### config.mk
export PLATFORM = sky130hd
export DESIGN_NAME = aged_priority_slot_picker_top
export DESIGN_NICKNAME = d
export VERILOG_FILES = /design/src/hw/rtl/apsp_pkg.sv /design/src/hw/rtl/apsp_ctrl.sv /design/src/hw/rtl/apsp_dp.sv /design/src/hw/rtl/aged_priority_slot_picker_top.sv
export SDC_FILE = /design/constraint.sdc
export NUM_CORES = 1
export LEC_CHECK = 0
export BUFFER_PORTS_ARGS = -buffer_cell sky130_fd_sc_hd__buf_2
export CAP_MARGIN = 10
export CORE_UTILIZATION = 50
export CTS_CLUSTER_SIZE = 14
export DETAILED_ROUTE_END_ITERATION = 7
export PLACE_DENSITY = 0.75
export SLEW_MARGIN = 5
export SYNTH_ARGS = -nofsm -noshare
export SYNTH_HDL_FRONTEND = slang
export SYNTH_SLANG_ARGS = --single-unit
export TNS_END_PERCENT = 5
### constraint.sdc
create_clock -name i_clk -period 7.1 [get_ports i_clk]
set_input_delay 0.355 -clock i_clk [delete_from_list [all_inputs] [get_ports i_clk]]
set_output_delay 0.355 -clock i_clk [all_outputs]
set_load 0.005 [all_outputs]
### src/hw/rtl/apsp_pkg.sv
// Shared types and constants for the aged priority slot picker.
package apsp_pkg;

    localparam int FUNC_W  = 3;
    localparam int SLOT_W  = 4;
    localparam int PRIO_W  = 16;
    localparam int SCORE_W = 17;

    typedef enum logic [FUNC_W-1:0] {
        FN_REGISTER   = 3'd0,
        FN_UNREGISTER = 3'd1,
        FN_PICK       = 3'd2,
        FN_REPORT     = 3'd3,
        FN_NEWBATCH   = 3'd4
    } t_func;

    typedef enum logic [2:0] {
        S_IDLE,
        S_REG,
        S_PICK,
        S_PICK_END,
        S_UPDATE
    } t_state;

    // controller -> datapath
    typedef struct packed {
        logic load;       // capture request, rewind scan index, clear best
        logic inc_idx;    // advance scan index
        logic pick_rd;    // read slot entry at scan index
        logic reg_try;    // claim slot at scan index if free
        logic upd;        // apply unregister / report / new batch
        logic emit_pick;  // publish pick result
        logic emit_zero;  // publish all-zero result
    } t_dp_cmd;

    // datapath -> controller
    typedef struct packed {
        logic cur_free;
        logic idx_last;
    } t_dp_sts;

endpackage

### src/hw/rtl/apsp_ctrl.sv
// Sequencing state machine for the aged priority slot picker.
module apsp_ctrl
    import apsp_pkg::*;
(
    input  logic              i_clk,
    input  logic              i_rst_n,
    input  logic              i_start,
    input  logic [FUNC_W-1:0] i_func,
    input  t_dp_sts           i_sts,
    output t_dp_cmd           o_cmd,
    output logic              o_busy
);

    t_state r_state;
    t_state n_state;

    always_ff @(posedge i_clk) begin
        if (!i_rst_n) begin
            r_state <= S_IDLE;
        end else begin
            r_state <= n_state;
        end
    end

    always_comb begin
        n_state = r_state;
        o_cmd   = '0;
        o_busy  = 1'b1;
        case (r_state)
            S_IDLE: begin
                o_busy = 1'b0;
                if (i_start) begin
                    o_cmd.load = 1'b1;
                    case (t_func'(i_func))
                        FN_REGISTER: n_state = S_REG;
                        FN_PICK:     n_state = S_PICK;
                        default:     n_state = S_UPDATE;
                    endcase
                end
            end
            S_REG: begin
                o_cmd.reg_try = 1'b1;
                if (i_sts.cur_free) begin
                    n_state = S_IDLE;  // datapath publishes the claimed slot
                end else if (i_sts.idx_last) begin
                    o_cmd.emit_zero = 1'b1;  // table full
                    n_state         = S_IDLE;
                end else begin
                    o_cmd.inc_idx = 1'b1;
                end
            end
            S_PICK: begin
                o_cmd.pick_rd = 1'b1;
                if (i_sts.idx_last) begin
                    n_state = S_PICK_END;
                end else begin
                    o_cmd.inc_idx = 1'b1;
                end
            end
            S_PICK_END: begin
                o_cmd.emit_pick = 1'b1;  // last entry drains this cycle
                n_state         = S_IDLE;
            end
            S_UPDATE: begin
                o_cmd.upd       = 1'b1;
                o_cmd.emit_zero = 1'b1;
                n_state         = S_IDLE;
            end
            default: begin
                n_state = S_IDLE;
            end
        endcase
    end

endmodule

### src/hw/rtl/apsp_dp.sv
// Slot table, aging/scoring pipeline and result register.
module apsp_dp
    import apsp_pkg::*;
#(
    parameter int NUM_SLOTS  = 16,
    parameter int VALUE_BITS = 16
) (
    input  logic               i_clk,
    input  logic               i_rst_n,
    input  t_dp_cmd            i_cmd,
    output t_dp_sts            o_sts,
    input  logic [FUNC_W-1:0]  i_func,
    input  logic [SLOT_W-1:0]  i_slot,
    input  logic [PRIO_W-1:0]  i_base_priority,
    input  logic [PRIO_W-1:0]  i_age_step,
    output logic               o_valid,
    output logic               o_ok,
    output logic [SLOT_W-1:0]  o_granted_slot,
    output logic [SCORE_W-1:0] o_winning_score
);

    localparam int IW = (NUM_SLOTS > 1) ? $clog2(NUM_SLOTS) : 1;
    localparam int VB = VALUE_BITS;

    // entry contents; an entry that is not valid reads as zero
    logic [VB-1:0] mem_base [NUM_SLOTS];
    logic [VB-1:0] mem_step [NUM_SLOTS];
    logic [VB-1:0] mem_age  [NUM_SLOTS];

    logic [NUM_SLOTS-1:0] r_valid;
    logic [NUM_SLOTS-1:0] r_served;

    // latched request
    logic [FUNC_W-1:0] r_func;
    logic [SLOT_W-1:0] r_slot;
    logic [VB-1:0]     r_bp;
    logic [VB-1:0]     r_step;

    logic [IW-1:0] r_idx;

    // read stage
    logic          r_rd_v;
    logic [IW-1:0] r_rd_idx;
    logic          r_rd_live;
    logic          r_rd_elig;
    logic [VB-1:0] r_rd_base;
    logic [VB-1:0] r_rd_step;
    logic [VB-1:0] r_rd_age;

    // running best
    logic          r_found;
    logic [IW-1:0] r_who;
    logic [VB:0]   r_best;
    logic          n_found;
    logic [IW-1:0] n_who;
    logic [VB:0]   n_best;

    logic          r_out_v;
    logic          r_ok;
    logic [IW-1:0] r_out_slot;
    logic [VB:0]   r_out_score;

    logic [VB-1:0] p_base;
    logic [VB-1:0] p_step;
    logic [VB-1:0] p_age;
    logic [VB:0]   age_sum;
    logic [VB-1:0] age_new;
    logic [VB:0]   score;

    logic [IW-1:0] req_idx;
    logic          req_in_range;
    logic          reg_hit;

    logic          age_we;
    logic [IW-1:0] age_wa;
    logic [VB-1:0] age_wd;

    assign req_idx      = IW'(r_slot);
    assign req_in_range = 32'(r_slot) < NUM_SLOTS;
    assign reg_hit      = i_cmd.reg_try && !r_valid[r_idx];

    assign o_sts.cur_free = !r_valid[r_idx];
    assign o_sts.idx_last = (r_idx == IW'(NUM_SLOTS - 1));

    // aging and scoring of the entry read last cycle
    always_comb begin
        p_base  = r_rd_live ? r_rd_base : '0;
        p_step  = r_rd_live ? r_rd_step : '0;
        p_age   = r_rd_live ? r_rd_age  : '0;
        age_sum = {1'b0, p_age} + {1'b0, p_step};
        age_new = age_sum[VB] ? {VB{1'b1}} : age_sum[VB-1:0];
        score   = {1'b0, age_new} + {1'b0, p_base};
        n_found = r_found;
        n_who   = r_who;
        n_best  = r_best;
        if (r_rd_v && r_rd_elig && (score > r_best)) begin
            n_found = 1'b1;
            n_who   = r_rd_idx;
            n_best  = score;
        end
    end

    // age write port
    always_comb begin
        age_we = 1'b0;
        age_wa = r_rd_idx;
        age_wd = age_new;
        if (r_rd_v) begin
            age_we = 1'b1;
        end else if (reg_hit) begin
            age_we = 1'b1;
            age_wa = r_idx;
            age_wd = '0;
        end else if (i_cmd.upd && t_func'(r_func) == FN_REPORT && req_in_range
                     && r_valid[req_idx]) begin
            age_we = 1'b1;
            age_wa = req_idx;
            age_wd = '0;
        end
    end

    always_ff @(posedge i_clk) begin
        if (reg_hit) begin
            mem_base[r_idx] <= r_bp;
            mem_step[r_idx] <= r_step;
        end
    end

    always_ff @(posedge i_clk) begin
        if (age_we) begin
            mem_age[age_wa] <= age_wd;
        end
    end

    always_ff @(posedge i_clk) begin
        if (i_cmd.pick_rd) begin
            r_rd_base <= mem_base[r_idx];
            r_rd_step <= mem_step[r_idx];
            r_rd_age  <= mem_age[r_idx];
            r_rd_idx  <= r_idx;
            r_rd_live <= r_valid[r_idx];
            r_rd_elig <= r_valid[r_idx] && !r_served[r_idx];
        end
    end

    always_ff @(posedge i_clk) begin
        if (i_cmd.load) begin
            r_func <= i_func;
            r_slot <= i_slot;
            r_bp   <= VB'(i_base_priority);
            r_step <= VB'(i_age_step);
        end
        if (i_cmd.load) begin
            r_best <= '0;
            r_who  <= '0;
        end else begin
            r_best <= n_best;
            r_who  <= n_who;
        end
        if (reg_hit) begin
            r_out_slot  <= r_idx;
            r_out_score <= '0;
        end else if (i_cmd.emit_pick) begin
            r_out_slot  <= n_found ? n_who  : '0;
            r_out_score <= n_found ? n_best : '0;
        end else if (i_cmd.emit_zero) begin
            r_out_slot  <= '0;
            r_out_score <= '0;
        end
    end

    always_ff @(posedge i_clk) begin
        if (!i_rst_n) begin
            r_valid  <= '0;
            r_served <= '0;
            r_idx    <= '0;
            r_rd_v   <= 1'b0;
            r_found  <= 1'b0;
            r_out_v  <= 1'b0;
            r_ok     <= 1'b0;
        end else begin
            r_rd_v  <= i_cmd.pick_rd;
            r_out_v <= reg_hit || i_cmd.emit_pick || i_cmd.emit_zero;
            if (i_cmd.load) begin
                r_idx   <= '0;
                r_found <= 1'b0;
            end else begin
                r_found <= n_found;
                if (i_cmd.inc_idx) begin
                    r_idx <= r_idx + 1'b1;
                end
            end
            if (reg_hit) begin
                r_ok <= 1'b1;
            end else if (i_cmd.emit_pick) begin
                r_ok <= n_found;
            end else if (i_cmd.emit_zero) begin
                r_ok <= 1'b0;
            end
            if (reg_hit) begin
                r_valid[r_idx]  <= 1'b1;
                r_served[r_idx] <= 1'b0;
            end
            if (i_cmd.upd) begin
                case (t_func'(r_func))
                    FN_UNREGISTER: begin
                        if (req_in_range) begin
                            r_valid[req_idx]  <= 1'b0;
                            r_served[req_idx] <= 1'b0;
                        end
                    end
                    FN_REPORT: begin
                        if (req_in_range && r_valid[req_idx]) begin
                            r_served[req_idx] <= 1'b1;
                        end
                    end
                    FN_NEWBATCH: begin
                        r_served <= '0;
                    end
                    default: begin
                    end
                endcase
            end
        end
    end

    assign o_valid         = r_out_v;
    assign o_ok            = r_ok;
    assign o_granted_slot  = SLOT_W'(r_out_slot);
    assign o_winning_score = SCORE_W'(r_out_score);

endmodule

### src/hw/rtl/aged_priority_slot_picker_top.sv
// Pick scans the whole table; register scans for the first free slot and stops
// there; other functions update the table without a scan.
// A new request is taken the cycle o_valid rises. The slot scan reads one entry
// per cycle through the single table read port.
// Result is a one-cycle strobe on o_valid; the receiver cannot stall it.
// Synchronous active-low reset empties the table; no clearing pass is needed.
module aged_priority_slot_picker_top
    import apsp_pkg::*;
#(
    parameter int NUM_SLOTS  = 16,
    parameter int VALUE_BITS = 16
) (
    input  logic               i_clk,
    input  logic               i_rst_n,
    input  logic               start,
    output logic               busy,
    input  logic [FUNC_W-1:0]  i_func,
    input  logic [SLOT_W-1:0]  i_slot,
    input  logic [PRIO_W-1:0]  i_base_priority,
    input  logic [PRIO_W-1:0]  i_age_step,
    output logic               o_valid,
    output logic               o_ok,
    output logic [SLOT_W-1:0]  o_granted_slot,
    output logic [SCORE_W-1:0] o_winning_score
);

    t_dp_cmd cmd;
    t_dp_sts sts;

    apsp_ctrl u_ctrl (
        .i_clk   (i_clk),
        .i_rst_n (i_rst_n),
        .i_start (start),
        .i_func  (i_func),
        .i_sts   (sts),
        .o_cmd   (cmd),
        .o_busy  (busy)
    );

    apsp_dp #(
        .NUM_SLOTS  (NUM_SLOTS),
        .VALUE_BITS (VALUE_BITS)
    ) u_dp (
        .i_clk           (i_clk),
        .i_rst_n         (i_rst_n),
        .i_cmd           (cmd),
        .o_sts           (sts),
        .i_func          (i_func),
        .i_slot          (i_slot),
        .i_base_priority (i_base_priority),
        .i_age_step      (i_age_step),
        .o_valid         (o_valid),
        .o_ok            (o_ok),
        .o_granted_slot  (o_granted_slot),
        .o_winning_score (o_winning_score)
    );

    a_busy_after_accept: assert property (@(posedge i_clk) disable iff (!i_rst_n)
        (start && !busy) |=> busy)
        else $error("request accepted but block not busy");

    a_no_ok_zero_fields: assert property (@(posedge i_clk) disable iff (!i_rst_n)
        (o_valid && !o_ok) |-> (o_granted_slot == '0 && o_winning_score == '0))
        else $error("failed request carries nonzero fields");

    a_single_strobe: assert property (@(posedge i_clk) disable iff (!i_rst_n)
        o_valid |=> !o_valid)
        else $error("result strobe longer than one cycle");

    a_strobe_ends_busy: assert property (@(posedge i_clk) disable iff (!i_rst_n)
        o_valid |-> !busy)
        else $error("result shown while still busy");

endmodule
**Word-level counts from Yosys, hierarchy flattened**

Memory sizes are Yosys's and may differ from the RTL's. A register that Yosys moved wholly into a read port is not among the register bits.
Index checks and enable logic that the tools add are counted.

- Register bits: 130
- Memory bits (writable): 768
- Bits of input ports: 42
- Output and inout port bits: 24
- Word-level logic and storage cells: 136
- Memories: 3

- Add/subtract/negate cells: 3
- $lt $le $gt $ge: 5
- Equality and inequality tests: 12
- Muxes and demuxes: 68
- Bitwise logic cells: 8
- Reductions and logical operators: 18

Memories:

| memory | words | width | rd ports | clocked after Yosys merged registers in | write ports | line | RTL |
|---|---|---|---|---|---|---|---|
| u_dp.mem_age | 16 | 16 | 1 | 1 | 1 | apsp_dp.sv:28 | `logic [VB-1:0] mem_age [NUM_SLOTS];` |
| u_dp.mem_base | 16 | 16 | 1 | 1 | 1 | apsp_dp.sv:26 | `logic [VB-1:0] mem_base [NUM_SLOTS];` |
| u_dp.mem_step | 16 | 16 | 1 | 1 | 1 | apsp_dp.sv:27 | `logic [VB-1:0] mem_step [NUM_SLOTS];` |

Operators with widths:

| kind | count |
|---|---|
| 16-bit 2-to-1 mux | 15 |
| 17-bit 2-to-1 mux | 4 |
| 16-bit bitwise AND | 3 |
| 16-bit case mux with 3 select lines | 1 |
| 16-bit by 16-bit adder with 17-bit output | 2 |
| 4-bit 2-to-1 mux | 8 |
| 16-bit inverter | 2 |
| 16-bit OR | 2 |
| 1-bit 2-to-1 mux | 27 |
| 17-bit greater-than comparator | 1 |
| 1-bit binary-select mux with 4-bit select | 3 |
| 3-bit by 2-bit equality test with 1-bit output, second input constant | 4 |
| 3-bit 2-to-1 mux | 4 |
| 4-bit by 5-bit less-than comparator with 1-bit output, second input constant | 2 |
| 3-bit case mux with 3 select lines | 1 |
| 1-bit demux with 4-bit select | 2 |
| 4-bit by 1-bit >= comparator with 1-bit output, second input constant | 2 |
| 1-bit logical AND | 8 |
| 3-bit by 1-bit equality test with 1-bit output, second input constant | 2 |
| 3-bit equality test, second input constant | 2 |
| 3-bit logical NOT | 2 |
| 3-bit case mux with 2 select lines | 1 |
| 4-bit by 1-bit adder with 4-bit output, second input constant | 1 |
| 4-bit equality test, second input constant | 1 |
| other kinds (10) | 14 |

**Depth between registers and ports, before layout**

Gate-level depths: netlist (run 1).

- Depth after elaboration: 12
- Mapped depth: 31
- Depth with buffers taken out: 28

**By module**

A second synthesis (run 1) with hierarchy kept.

- Cells, all modules: 2006
- Area total of the unflattened synthesis: 38349.3 um^2

By module, submodules not included:

| module | times used | cells an instance | area an instance (um^2) | sequential area each (um^2) |
|---|---|---|---|---|
| apsp_dp | 1 | 1977 | 38080.3 | 27536.4 |
| apsp_ctrl | 1 | 29 | 269.0 | 60.1 |

**Least setup slack after synthesis (run 1)**

OpenSTA, ideal clock, no wires.

- Path type: reg2reg
- Start point: register u_dp.r_rd_live
- End point: register u_dp.r_out_slot[2], in the netlist u_dp.o_granted_slot[2], data pin
- Setup time: 0.282 ns
- Arrival: 6.327 ns
- Required time: 6.818 ns
- Slack: 0.490 ns
- Cell stages (with the launch flop): 30
- Path buffers: 4
- Clock period less this slack: 6.610 ns
- Path through: edfxtp_1 clkbuf_1 clkbuf_1 and2_1 ha_1 fa_1 nand3_1 a21oi_1 o211ai_1 nand2_1 clkbuf_1 nor2_1 inv_1 ha_1 fa_1 a21oi_1 nand2_1 and3_1 a221oi_1 mux2i_1 nand2_1 ha_1 a21oi_1 nor2_1 a2111oi_0 o22ai_1 o21ai_1 clkbuf_1 mux2i_1 o22ai_1

- Cells in the longest elaborated chain, start to end: 10
- Elaborated cells between the ends (all ways): 13
- Those cells by class: 2 x add/sub; 1 x order compare; 9 x mux; 1 x reduce/logical

Ends and longest elaborated chain:

| what | line | RTL |
|---|---|---|
| start: declaration | apsp_dp.sv:44 | `logic r_rd_live;` |
| start signal: assignment | apsp_dp.sv:141 | `r_rd_live <= r_valid[r_idx];` |
| 16-bit 2-to-1 mux (on tied branches) | apsp_dp.sv:89, apsp_dp.sv:88 |  |
| 16-bit by 16-bit adder with 17-bit output | apsp_dp.sv:90 | `age_sum = {1'b0, p_age} + {1'b0, p_step};` |
| 16-bit 2-to-1 mux | apsp_dp.sv:91 | `age_new = age_sum[VB] ? {VB{1'b1}} : age_sum[VB-1:0];` |
| 16-bit by 16-bit adder with 17-bit output (*) | apsp_dp.sv:92 | `score = {1'b0, age_new} + {1'b0, p_base};` |
| 17-bit greater-than comparator (*) | apsp_dp.sv:96 | `if (r_rd_v && r_rd_elig && (score > r_best)) begin` |
| 1-bit logical AND (*) | apsp_dp.sv:96 |  |
| 4-bit 2-to-1 mux / 1-bit 2-to-1 mux (equally long branches) | apsp_dp.sv:96 |  |
| 4-bit 2-to-1 mux (*) | apsp_dp.sv:164 | `r_out_slot <= n_found ? n_who : '0;` |
| 4-bit 2-to-1 mux (*) | apsp_dp.sv:163 | `end else if (i_cmd.emit_pick) begin` |
| 4-bit 2-to-1 mux (*) | apsp_dp.sv:160 | `if (reg_hit) begin` |
| end signal: assignment | apsp_dp.sv:161 | `r_out_slot <= r_idx;` |
| end signal: assignment | apsp_dp.sv:164 |  |
| end: declaration | apsp_dp.sv:60 | `logic [IW-1:0] r_out_slot;` |

Every way passes the cells marked *; elsewhere a longest branch is shown, timed or not.
A chain may end at the register's enable or synchronous reset.

**Worst setup path in the final report (run 1)**

- Start point: register u_dp.r_rd_live
- End point: register u_dp.r_out_slot[0], in the netlist u_dp.o_granted_slot[0], data pin

Same word-level chain as after synthesis.

==> impl_metrics.json, run 1 <==
{
  "gp_congestion": 0.906,
  "maxClockFrequency_mhz": 151,
  "seq_area_frac_synth_pct": 72.7,
  "cp.buffers_inverters": 3,
  "fill_cells": 5420,
  "async_flop_share_pct": 0,
  "finalWirelength_um": 85000,
  "combPwrFrac_pct": 3.2,
  "route.vias.total": 19200,
  "syn2layout_area_growth_pct": 12.9,
  "numCtsBuffers": 90,
  "worst-endpoint-arrival_ns": 6.98,
  "core_region_area_um2": 74800,
  "detail_route.drc_violations": 0,
  "cts_root_buf": "clkbuf_16",
  "fin_worst_skew_ns": 0.0462,
  "place.detailed.hpwl_um": 44900,
  "status": "finished clean",
  "setup_viol": 0,
  "tritoncts_num_sinks": 946,
  "synth_cell_type_count": 68,
  "critical_path_class": "flop to flop",
  "drive_above_1_share_pct": 24.1,
  "antennaDiodeCount": 0,
  "wire_per_inst_um": 26.7,
  "total_leakage_power_nw": 13.9,
  "placed_area_um2": 39600,
  "via_per_inst": 6.04,
  "critical_path_s_largest_stage_delay_ns": 0.46,
  "finish.net_count": 2238,
  "worst_slew_pin_slew_ns": 1.20,
  "number_of_antenna_violations_at_the_first_check_in_global_routing": 3,
  "worst-path-stages": 27,
  "power_switching_share_pct": 20.6,
  "floorplan.initialDensity_pct": 50.8,
  "timing.hold.worst.class": "primary input to flop",
  "io_pins": 66,
  "grt_setup_unrepaired": "no",
  "grt_max_degree": 153,
  "cts-root-to-sink-buffers": 3,
  "worst_ir_drop_vdd_v": 0.000200,
  "clock_latency_on_the_worst_skew_pair_ns": 0.65,
  "crit_slowest_cell": "fa_1",
  "timing_hold_violations_final": 0,
  "critical_path_required_time_ns": 7.47,
  "cell_internal_pwr_w": 0.00896,
  "crit_family": "compound AO/OA/AOI/OAI gates",
  "die_height_um": 278,
  "std_cell_rows": 100,
  "synthCells": 1989,
  "grt_first_pass_wirelength_um": 127000,
  "htreeDepth": 3,
  "ys_dominant_reg_cell": "edfxtp_1",
  "syn-mean-instance-area_um2": 19.1,
  "edff_count_synth": 865,
  "yosys_warning_total": 0,
  "timing_max_transition_violations_final": 0,
  "final_cell_area_um2": 42900,
  "grt_overflow": 0,
  "hold-path-cell-count": 3,
  "clkSlewWorstSetupHoldPaths_ns": 0.07,
  "crit_path_start_kind": "flop",
  "postRouteAntennaNets": 0,
  "worst_slew_margin_rel_pct": 19.4,
  "drt_pre_antenna_iters": 5,
  "postSynthRegisterBits": 946,
  "timing.reg2reg.worst_path_depth": 27,
  "first_global_vias": 19700,
  "crit_fanout": 49,
  "initialDrtViolationCount": 2104,
  "dieArea_um2": 77100,
  "mostFrequentLayoutCell": "edfxtp_1",
  "timing.final.crit_share_pct": 93.2,
  "floorplan.die.width_um": 278,
  "io_buffers": 65,
  "cts_setup_buffers": 0,
  "postSynthNetCount": 2085,
  "mappedNetlistArea_um2": 38000,
  "switching_power_w": 0.00232,
  "global_route.usage.total_pct": 22.4,
  "finalSetupTns_ns": 0,
  "maxCapViolations": 0,
  "share_clk_of_total_power_pct": 41.6,
  "worstSetupEndpointType": "flop",
  "most-common-layout-cells": "edfxtp_1 (865), mux4_2 (254), nor2_1 (129)",
  "pwr-share-seq_pct": 55.2,
  "final_period_minus_worst_setup_slack_ns": 6.62,
  "p_per_area_nw_per_um2": 263,
  "tritoncts_clock_tree": "built"
}
[layer usage]
layer  share of wire (%)  track usage [%]  vias to the layer above
li1                    -                -                     8290
met4                 2.2             6.23                        0
met3                 7.6             4.24                      143
met2                  50             36.9                      792
met1                  40             30.6                    10000
met5                   0                0                        -
[flip-flops by register name (all words and copies together), names as in the netlist, 3 cells and up]
register,flops
u_dp.r_rd_age,16
u_dp.r_who,4
u_dp.mem_step,256
u_dp.r_valid,16
u_dp.r_func,3
u_dp.o_winning_score,17
u_ctrl.r_state,3
u_dp.r_best,17
u_dp.r_served,16
u_dp.r_step,16
u_dp.r_idx,4
u_dp.r_rd_step,16
u_dp.r_rd_idx,4
u_dp.r_rd_base,16
u_dp.o_granted_slot,4
u_dp.mem_age,256
u_dp.mem_base,256
u_dp.r_bp,16
u_dp.r_slot,4
[layout make-up]
type / instances / area [um2] / area share, %
repair buffers: 154 / 1110 / 2.58
flip-flops and latches: 946 / 27600 / 64.4
clock inverters: 49 / 520 / 1.21
well taps: 969 / 1210 / 2.83
clock buffers: 115 / 2370 / 5.52
multi-input cells: 897 / 9870 / 23.0
inverters: 53 / 201 / 0.470
[what timing repair did]
action | CTS | global route
gates resized for setup | 0 | 4
endpoints found under the hold margin | 39 | 0
hold buffers | 39 | 0
setup endpoints to repair | 0 | 26
[power by group through the flow]
stage                     combinational, W  clock (W)  sequential, W
final                             0.000365    0.00469        0.00622
after detailed placement          0.000343          0        0.00634
after global routing              0.000397    0.00499        0.00623
after floorplan                   0.000238          0        0.00631
after CTS                         0.000363    0.00476        0.00622
after global placement            0.000335          0        0.00633
[kinds of logic (layout without fill, tap and decap cells)]
logic type | Yosys count | after routing | synth area share (%)
flip-flops | 946 | 946 | 72.7
multiplexers | 275 | 275 | 15.6
AND/OR/NAND/NOR | 356 | 356 | 4.48
buffers and inverters | 146 | 371 | 1.49
XOR/XNOR | 29 | 29 | 0.669
AO/OA/AOI/OAI | 183 | 183 | 3.26
adder cells (fa/ha/maj) | 54 | 54 | 1.82
[cell usage after synthesis, types with 13 or more instances]
cell	count	area (um2)
a21oi_1	38	190
a2bb2oi_1	15	131
and2_1	70	438
buf_1	20	75.1
clkbuf_1	64	240
dfxtp_1	81	1620
edfxtp_1	865	26000
ha_1	52	651
inv_1	52	195
mux2i_1	20	200
mux4_2	254	5720
nand2_1	76	285
nor2_1	130	488
nor2b_1	21	131
nor3_1	13	65.1
o21ai_0	50	250
xnor2_1	22	193
[worst reg2reg max path: cells and delay by family, from the launching register on]
family,cells,cell delay [ns]
compound gates,9,1.99
fa+ha+maj,5,1.66
buf+inv,3,0.63
flops,1,0.36
mux,2,0.63
simple gates,8,1.09
[per-stage QoR]
stage               cells  total power [W]  setup WS (ns)  hold WS [ns]  util [%]
detailed placement   2978          0.00668          0.459         0.437      52.9
global route         3183           0.0116         0.0256        0.0448      57.3
CTS                  3181           0.0113          0.424        0.0214      57.3
floorplan            1989          0.00654          0.490         0.406         -
global placement     2978          0.00667          0.621         0.432      52.9
finish               3183           0.0113          0.480        0.0531      57.3
[final timing paths]
kind,start,slack [ns],endpoint
max reg2reg,u_dp.r_rd_live,0.48,u_dp.o_granted_slot[0]
min,start,0.05,u_ctrl.r_state[2]
max,u_dp.r_rd_live,0.48,u_dp.o_granted_slot[0]
min reg2reg,u_dp.o_winning_score[1],0.45,u_dp.o_winning_score[1]
No activity file was read; power rests on OpenSTA's default activity.
==> inputs of run 2 (changes only) <==
==> constraint.sdc (replaced) <==
create_clock -name i_clk -period 7.1 [get_ports i_clk]
set_input_delay 0.71 -clock i_clk [delete_from_list [all_inputs] [get_ports i_clk]]
set_output_delay 0.71 -clock i_clk [all_outputs]
set_load 0.005 [all_outputs]
==> run 2 against run 1 <==
  * Combinational power is 5% lower
  * Power rose by 2.5%
  * Clock power up 6.4%
  * Sequential power about the same
  * Via count is essentially flat
  * Largest cell class unchanged
  * Worst setup slack gained 0.029 ns
  * Fmax grew 0.45%
  * Design area down 0.43%
==> impl_metrics.json, run 2 (synthesis gave the netlist of run 1 again) <==
{
  "critical_path_s_largest_stage_delay_ns": 0.40,
  "cts-root-to-sink-buffers": 3,
  "htreeDepth": 3,
  "die_height_um": 278,
  "initialDrtViolationCount": 2087,
  "finalWirelength_um": 86000,
  "tritoncts_clock_tree": "built",
  "std_cell_rows": 100,
  "worst_slew_margin_rel_pct": 20.4,
  "grt_max_degree": 153,
  "critical_path_class": "flop to flop",
  "worst_slew_pin_slew_ns": 1.19,
  "setup_viol": 0,
  "drive_above_1_share_pct": 25.1,
  "postRouteAntennaNets": 0,
  "p_per_area_nw_per_um2": 271,
  "route.vias.total": 19200,
  "fill_cells": 5460,
  "gp_congestion": 0.907,
  "global_route.usage.total_pct": 22.4,
  "via_per_inst": 6.10,
  "crit_family": "compound AO/OA/AOI/OAI gates",
  "crit_path_start_kind": "flop",
  "cp.buffers_inverters": 5,
  "number_of_antenna_violations_at_the_first_check_in_global_routing": 5,
  "total_leakage_power_nw": 13.8,
  "worst-endpoint-arrival_ns": 6.95,
  "io_buffers": 65,
  "worst_ir_drop_vdd_v": 0.000223,
  "floorplan.initialDensity_pct": 50.8,
  "cts-hold-fix-buffers": 0,
  "maxCapViolations": 0,
  "dieArea_um2": 77100,
  "grt_setup_unrepaired": "no",
  "status": "finished clean",
  "place.detailed.hpwl_um": 44800,
  "io_pins": 66,
  "timing_hold_violations_final": 0,
  "grt_overflow": 0,
  "numCtsBuffers": 92,
  "first_global_vias": 19400,
  "final_period_minus_worst_setup_slack_ns": 6.59,
  "maxClockFrequency_mhz": 152,
  "timing.final.crit_share_pct": 92.8,
  "clock_latency_on_the_worst_skew_pair_ns": 0.65,
  "crit_fanout": 49,
  "mostFrequentLayoutCell": "edfxtp_1",
  "detail_route.drc_violations": 0,
  "timing.hold.worst.class": "primary input to flop",
  "largest_registers": "u_dp.mem_age x256, u_dp.mem_base x256, u_dp.mem_step x256",
  "worstSetupEndpointType": "flop",
  "syn2layout_area_growth_pct": 12.4,
  "fin_worst_skew_ns": 0.0235,
  "critical_path_required_time_ns": 7.46,
  "timing_max_transition_violations_final": 0,
  "holdWs_ns": 0.225,
  "cts_root_buf": "clkbuf_16",
  "drt_pre_antenna_iters": 5,
  "clkSlewWorstSetupHoldPaths_ns": 0.06,
  "tritoncts_num_sinks": 946,
  "grt_first_pass_wirelength_um": 126000,
  "crit_slowest_cell": "a221o_1",
  "core_region_area_um2": 74800,
  "wire_per_inst_um": 27.3,
  "finish.net_count": 2201,
  "finalSetupTns_ns": 0,
  "floorplan.die.width_um": 278,
  "most-common-layout-cells": "edfxtp_1 (865), mux4_2 (254), nor2_1 (129)"
}
-- run 2: repair_timing --
item	in CTS	in global routing
setup buffers	0	0
gates resized for setup	0	3
endpoints found under the setup margin	0	23
-- run 2: layout make-up --
class | instances | area, um2 | area share [%]
Antenna cell | 1 | 2.50 | 0.00586
Inverter | 53 | 201 | 0.472
Sequential cell | 946 | 27600 | 64.7
Tap cell | 969 | 1210 | 2.84
Timing Repair Buffer | 115 | 717 | 1.68
Clock inverter | 58 | 676 | 1.58
Multi-Input combinational cell | 897 | 9860 | 23.1
Clock buffer | 111 | 2420 | 5.66
-- run 2: stage by stage --
stage | total power (W) | utilization (%) | area, um2 | instances | worst slack, ns
global route | 0.0119 | 57.1 | 42700 | 3149 | 0.0524
finish | 0.0116 | 57.1 | 42700 | 3150 | 0.510
floorplan | 0.00654 | - | 38000 | 1989 | 0.490
detailed placement | 0.00668 | 52.9 | 39600 | 2978 | 0.466
global placement | 0.00667 | 52.9 | 39600 | 2978 | 0.620
CTS | 0.0116 | 57.0 | 42700 | 3147 | 0.433
-- run 2: path summary, 6_finish.rpt --
check / from / endpoint / slack [ns] / depth (start not counted)
worst max-delay path: u_dp.r_rd_live / u_dp.o_granted_slot[2] / 0.51 / 28
worst min-delay path: i_age_step[13] / u_dp.r_step[13] / 0.23 / 1
worst max register to register: u_dp.r_rd_live / u_dp.o_granted_slot[2] / 0.51 / 28
worst min register to register: u_dp.o_winning_score[3] / u_dp.o_winning_score[3] / 0.45 / 2
-- run 2: metal layers --
layer	GRT usage [%]	part of all wire [%]	up-vias
li1	-	-	8222
met1	30.7	41	10100
met2	37.2	50	780
met3	3.54	6.4	144
met4	6.66	2.4	4
met5	0	0.031	-
-- run 2: power by group --
group	internal [W]	switching, W	total [W]
Clock	0.00291	0.00208	0.00499
Sequential	0.00615	0.0000727	0.00622
Combinational	0.000126	0.000221	0.000348
Total	0.00919	0.00237	0.0116
-- run 2: worst register-to-register path: cells and delay by family, from the launching register on --
kind            cells  cell delay, ns
buf+inv             5            1.00
compound gates     11            2.52
flops               1            0.35
simple gates        7            0.94
mux                 1            0.30
fa+ha+maj           3            1.01
xor+xnor            1            0.17
